File: src/sv/mlpt_pkg.sv
// shared constants, codes and types of the multi-level page table
`default_nettype none

package mlpt_pkg;

  localparam int ADDRESS_BITS_DEF   = 32;
  localparam int MAX_LEVEL_BITS_DEF = 8;
  localparam int NODE_SLOTS_DEF     = 64;
  localparam int FRAME_BITS_DEF     = 20;

  localparam int MAX_LEVELS = 4;
  localparam int LVL_W      = $clog2(MAX_LEVELS);
  localparam int LC_W       = 3;
  localparam int LB_W       = 4;
  localparam int CFG_IDX_W  = 3;
  localparam int CFG_DATA_W = 4;
  localparam int CNT_W      = 32;
  localparam int STATUS_W   = 3;

  localparam logic [LC_W-1:0] LC_RESET = 3'd1;
  localparam logic [LB_W-1:0] LB_RESET = 4'd8;

  localparam logic [CFG_IDX_W-1:0] REG_LEVEL_COUNT   = 3'd0;
  localparam logic [CFG_IDX_W-1:0] REG_LEVEL_BITS_0  = 3'd1;
  localparam logic [CFG_IDX_W-1:0] REG_LEVEL_BITS_3  = 3'd4;

  localparam logic FUNC_INSERT = 1'b0;
  localparam logic FUNC_LOOKUP = 1'b1;

  typedef enum logic [STATUS_W-1:0] {
    ST_INSERTED   = 3'd0,
    ST_ALREADY    = 3'd1,
    ST_HIT        = 3'd2,
    ST_MISS       = 3'd3,
    ST_POOL_FULL  = 3'd4,
    ST_BAD_CONFIG = 3'd5
  } status_t;

  typedef struct packed {
    logic too_wide;
    logic too_long;
  } idx_flags_t;

endpackage

`default_nettype wire

File: src/sv/mlpt_idx_unit.sv
// shared per-level unit: bit total accumulate, limit checks and index extraction
`default_nettype none

module mlpt_idx_unit #(
  parameter int ADDRESS_BITS   = 32,
  parameter int MAX_LEVEL_BITS = 8,
  parameter int TOT_W          = 6
) (
  input  logic [ADDRESS_BITS-1:0]   addr,
  input  logic [mlpt_pkg::LB_W-1:0] bits,
  input  logic [TOT_W-1:0]          total_in,
  output logic [MAX_LEVEL_BITS-1:0] idx,
  output logic [TOT_W-1:0]          total_out,
  output mlpt_pkg::idx_flags_t      flags
);
  import mlpt_pkg::*;

  localparam int WIDE_W = ADDRESS_BITS + MAX_LEVEL_BITS;

  logic [TOT_W-1:0]          shift_amt;
  logic [WIDE_W-1:0]         shifted;
  logic [MAX_LEVEL_BITS-1:0] mask;

  always_comb begin
    total_out      = total_in + TOT_W'(bits);
    flags.too_long = total_out >= TOT_W'(ADDRESS_BITS);
    flags.too_wide = 32'(bits) > 32'(MAX_LEVEL_BITS);
    shift_amt      = TOT_W'(ADDRESS_BITS) - total_out;
    shifted        = {{MAX_LEVEL_BITS{1'b0}}, addr} >> shift_amt;
    mask           = ~({MAX_LEVEL_BITS{1'b1}} << bits);
    idx            = shifted[MAX_LEVEL_BITS-1:0] & mask;
  end

endmodule

`default_nettype wire

File: config.mk
export PLATFORM = sky130hd
export DESIGN_NAME = mlpt_idx_unit
export DESIGN_NICKNAME = d
export VERILOG_FILES = /design/src/sv/mlpt_pkg.sv /design/src/sv/mlpt_idx_unit.sv
export SDC_FILE = /design/constraint.sdc
export NUM_CORES = 1
export LEC_CHECK = 0
export ABC_AREA = 1
export BUFFER_PORTS_ARGS = -buffer_cell sky130_fd_sc_hd__buf_2
export CORE_MARGIN = 2
export CORE_UTILIZATION = 51
export DETAILED_ROUTE_END_ITERATION = 8
export PLACE_DENSITY = 0.91
export SYNTH_ARGS = -nofsm -noshare
export SYNTH_HDL_FRONTEND = slang
export SYNTH_SLANG_ARGS = --single-unit
File: constraint.sdc
create_clock -name vclk -period 2.3
set_input_delay 0.23 -clock vclk [all_inputs]
set_output_delay 0.23 -clock vclk [all_outputs]
set_load 0.1 [all_outputs]
## Word-level counts from Yosys, hierarchy flattened

Index checks and enable logic that the tools add are counted.

- $mul: 0
- Equal/unequal tests: 0
- Magnitude comparators: 2
- Mux-type cells: 0
- Bitwise operators: 2
- Divide/modulo/power cells: 0
- Add/sub/neg operators: 2
- Reductions and logical operators: 0
- Shift-type cells: 2

Operator list:

| kind | count |
|---|---|
| $shr A32 B6 Y8 | 1 |
| $and A8 B8 Y8 | 1 |
| $not A8 Y8 | 1 |
| $shl A8 B4 Y8 const A | 1 |
| $add A6 B4 Y6 | 1 |
| $ge A6 B6 Y1 const B | 1 |
| $sub A6 B6 Y6 const A | 1 |
| $gt A4 B4 Y1 const B | 1 |

- Bits in latches: 0
- Output and inout bits: 16
- Flip-flop bits (word level): 0
- Word-level logic and storage cells: 8
- Memories: 0
- RAM bits: 0
- Bits of input ports: 42
- Memory bits (read-only): 0

## Longest topological paths before layout

- Depth in word-level cells: 4
- Mapped depth: 16
- Depth with buffers taken out: 14

## Least setup slack after synthesis

No wires, ideal clock.

- Path type: input -> output
- Start: in bits[0] (netlist bit)
- End: out idx[6]
- Setup slack: -2.109 ns
- Data arrival time: 4.179 ns
- Cell stages on the path: 12
- Data required time: 2.070 ns
- Path through: ha_1 buf_2 inv_2 buf_2 ha_1 inv_2 buf_2 nand3_1 or2_2 nand3_1 nand3_1 a21oi_1

- Word-level cells in the longest chain between the ends: 4
- Elaborated cells on any way between the ends: 6
- Those cells by class: add/sub (2); shift (2); bitwise (2)

RTL lines:

| item | line | RTL |
|---|---|---|
| from (decl) | mlpt_idx_unit.sv:10 | `input logic [mlpt_pkg::LB_W-1:0] bits,` |
| $add A6 B4 Y6 | mlpt_idx_unit.sv:25 | `total_out = total_in + TOT_W'(bits);` |
| $sub A6 B6 Y6 | mlpt_idx_unit.sv:28 | `shift_amt = TOT_W'(ADDRESS_BITS) - total_out;` |
| $shr A32 B6 Y8 | mlpt_idx_unit.sv:29 | `shifted = {{MAX_LEVEL_BITS{1'b0}}, addr} >> shift_amt;` |
| $and A8 B8 Y8 * | mlpt_idx_unit.sv:31 | `idx = shifted[MAX_LEVEL_BITS-1:0] & mask;` |
| to (decl) | mlpt_idx_unit.sv:12 | `output logic [MAX_LEVEL_BITS-1:0] idx,` |

Mark *: on every way between the ends. The rest lies on a longest branch, timed or not.

## Worst setup path after layout

- Start: in bits[0] (netlist bit)
- End: out idx[0]

The elaborated chain is that of the path after synthesis.

==> results.sh <==
export IMPL_status="finished, violations left"
export IMPL_violations="design-rule violations, negative setup slack"
export IMPL_max_freq_ghz=0.354
export IMPL_viasPerCell=6.46
export IMPL_slowest_delay_ns=0.46
export IMPL_yosysMostFrequentCell="nand2_1"
export IMPL_synthXorXnorAreaFrac_pct=0
export IMPL_coreArea_um2=3740
export IMPL_fin_tns_setup_ns=-3.59
export IMPL_startpoint_type="input port"
export IMPL_remaining_drc_errors=28
export IMPL_drv_slew=0
export IMPL_num_vias=3580
export IMPL_min_period_ns=2.83
export IMPL_whs_path_depth=4
export IMPL_drt_first_pass_iters=9
export IMPL_initial_core_util_pct=54.0
export IMPL_grt_overflow=0
export IMPL_ys_top_cells_by_area="nand2_1, nand3_1, inv_1"
export IMPL_synth_seq_area_share_pct=0
export IMPL_worst_ep_required_time_ns=2.07
export IMPL_worst_path_max_fanout=8
export IMPL_diodes=0
export IMPL_wl_um=9420
export IMPL_synth_top_area_share_pct=43.0
export IMPL_tightest_slew_ns=0.509
export IMPL_period_share_pct=123
export IMPL_gp_congestion=0.932
export IMPL_setup_violations=8
export IMPL_hold_class="in2out"
export IMPL_critical_path_depth=17
export IMPL_synth_adder_area_share_pct=4.08
export IMPL_leakage_nw=1.73
export IMPL_rsz0062_at_grt="true"
export IMPL_die_w_um=67.0
export IMPL_holdBufCountCts=0
export IMPL_max_slew_margin_pct=66.3
export IMPL_syn_area_per_cell_um2=4.55
export IMPL_synth_compound_area_share_pct=4.64
export IMPL_postLayoutCellArea_um2=3110
export IMPL_synth_warnings=0
export IMPL_drv_cap=0
export IMPL_combinationalPowerShare_pct=100.0
export IMPL_wl_per_cell_um=17.0
export IMPL_p_per_area_nw_per_um2=765
export IMPL_slowest_stage="fa_2"
export IMPL_grt_start_max_net_pins=35
export IMPL_die_area_um2=4490
export IMPL_synth_cells=445
export IMPL_drt_iter0_drc=690
export IMPL_die_y_um=67.0
export IMPL_n_clock_buffer=0
export IMPL_synthMuxAreaShare_pct=0
export IMPL_synth_distinct_cells=25
export IMPL_critical_path_class="in2out"
export IMPL_antenna_found_initial=0
export IMPL_ir_drop_v=0.000635
export IMPL_crit_buf_inv=6
export IMPL_cp_top_family="adder cells"
export IMPL_syn_nets=493
export IMPL_clkPwrFrac_pct=0
export IMPL_yosys_top_cells_count="nand2_1, nand3_1, inv_1, nor2_1, buf_2"
export IMPL_track_usage_pct=43.2
export IMPL_ff_latch_area_um2=0
export IMPL_end_kind="output port"
export IMPL_netSwitchingFraction_pct=64.6
export IMPL_finalHoldViolations=0
export IMPL_seqPwrFrac_pct=0
export IMPL_yosys_area_share_simple_pct=79.0
export IMPL_worst_slack_ns=-0.528
export IMPL_p_int_w=0.000841
export IMPL_path_cells="buf_8, ha_4, inv_2, fa_2, ha_4, buf_12, buf_16, nand3_1, nand2_2, nand2_1, nand2_1, inv_1, nand2_1, nand3_1, nand2_2, nor2_4, buf_12"
export IMPL_dpl_cell_area_um2=2710
export IMPL_cp_common_cell="nand2_1"
export IMPL_portBuffers=58
export IMPL_fillers=224
export IMPL_p_switching_w=0.00154
export IMPL_ioPinCount=58
export IMPL_multi_input_area_um2=2140
export IMPL_grt_pass1_vias=3100
export IMPL_yosys_area_top_type="nand2_1"
export IMPL_drive_above_1_share_pct=35.2
export IMPL_synth_top_family_by_area="simple AND/OR/NAND/NOR gates"
export IMPL_num_rows=22
export IMPL_ant_nets=0
export IMPL_dpl_hpwl_um=5380
export IMPL_netlist_area_um2=2020
export IMPL_grt_pass1_wl_um=14800
export IMPL_seq_cell_count=0
export IMPL_arrival_ns=2.60
export IMPL_place_inst=546
export IMPL_pre_cts_ws_ns=-0.432
export IMPL_nets=556
export IMPL_final_cells=554
export IMPL_area_growth_pct=53.5
==> per-stage QoR <==
stage | power [W] | util, % | hold WS, ns
3_5_place_dp | 0.00189 | 72.4 | 0.923
4_1_cts | 0.00214 | 80.0 | 0.919
5_1_grt | 0.00252 | 83.0 | 0.948
3_3_place_gp | 0.00184 | 72.4 | 0.917
2_1_floorplan | 0.00144 | - | 0.700
6_report | 0.00238 | 83.0 | 0.923
==> power by group through the flow <==
stage	logic [W]	registers, W	clock network, W
6_report	0.00238	0	0
5_1_grt	0.00252	0	0
4_1_cts	0.00214	0	0
3_5_place_dp	0.00189	0	0
3_3_place_gp	0.00184	0	0
2_1_floorplan	0.00144	0	0
==> cells by family after synthesis <==
logic type / Yosys count
fa+ha+maj: 6
compound gates: 18
simple gates: 368
buf+inv: 53
==> cell type report <==
class	count	area share [%]
Multi-Input combinational cell	392	68.8
Timing Repair Buffer	84	25.1
Inverter	30	4.23
Tap cell	48	1.93
==> layout by cell type (no fill, tap or decap), types with 3 or more instances in the layout <==
| cell | count |
|---|---|
| nand3_2 | 30 |
| nand2_2 | 29 |
| inv_1 | 25 |
| o21ai_1 | 5 |
| buf_2 | 46 |
| buf_12 | 15 |
| buf_16 | 3 |
| buf_4 | 17 |
| nor2_1 | 7 |
| nor2_4 | 8 |
| nand2_1 | 202 |
| nand3_1 | 72 |
| nand4_1 | 4 |
| nand2_4 | 8 |
| o21ai_0 | 5 |
| inv_2 | 3 |
| a21oi_1 | 4 |
| ha_1 | 3 |
==> timing repair <==
item / 4_1_cts / 5_1_grt
gates cloned: 3 / 0
pin swaps: 24 / 11
setup buffers: 4 / 1
endpoints found under the setup margin: 8 / 8
resized for setup: 48 / 28
==> final timing paths <==
check,from,to,slack (ns)
max,bits[0],idx[0],-0.53
min,bits[3],idx[7],0.92
==> per-layer routing <==
layer	up-vias	share of wire [%]	track usage, %
li1	1559	-	-
met1	1562	34	45.2
met2	345	46	71.9
met3	114	12	17.4
met4	0	7.8	26.0
met5	-	0	0
Power figures use the tool's default switching activity.
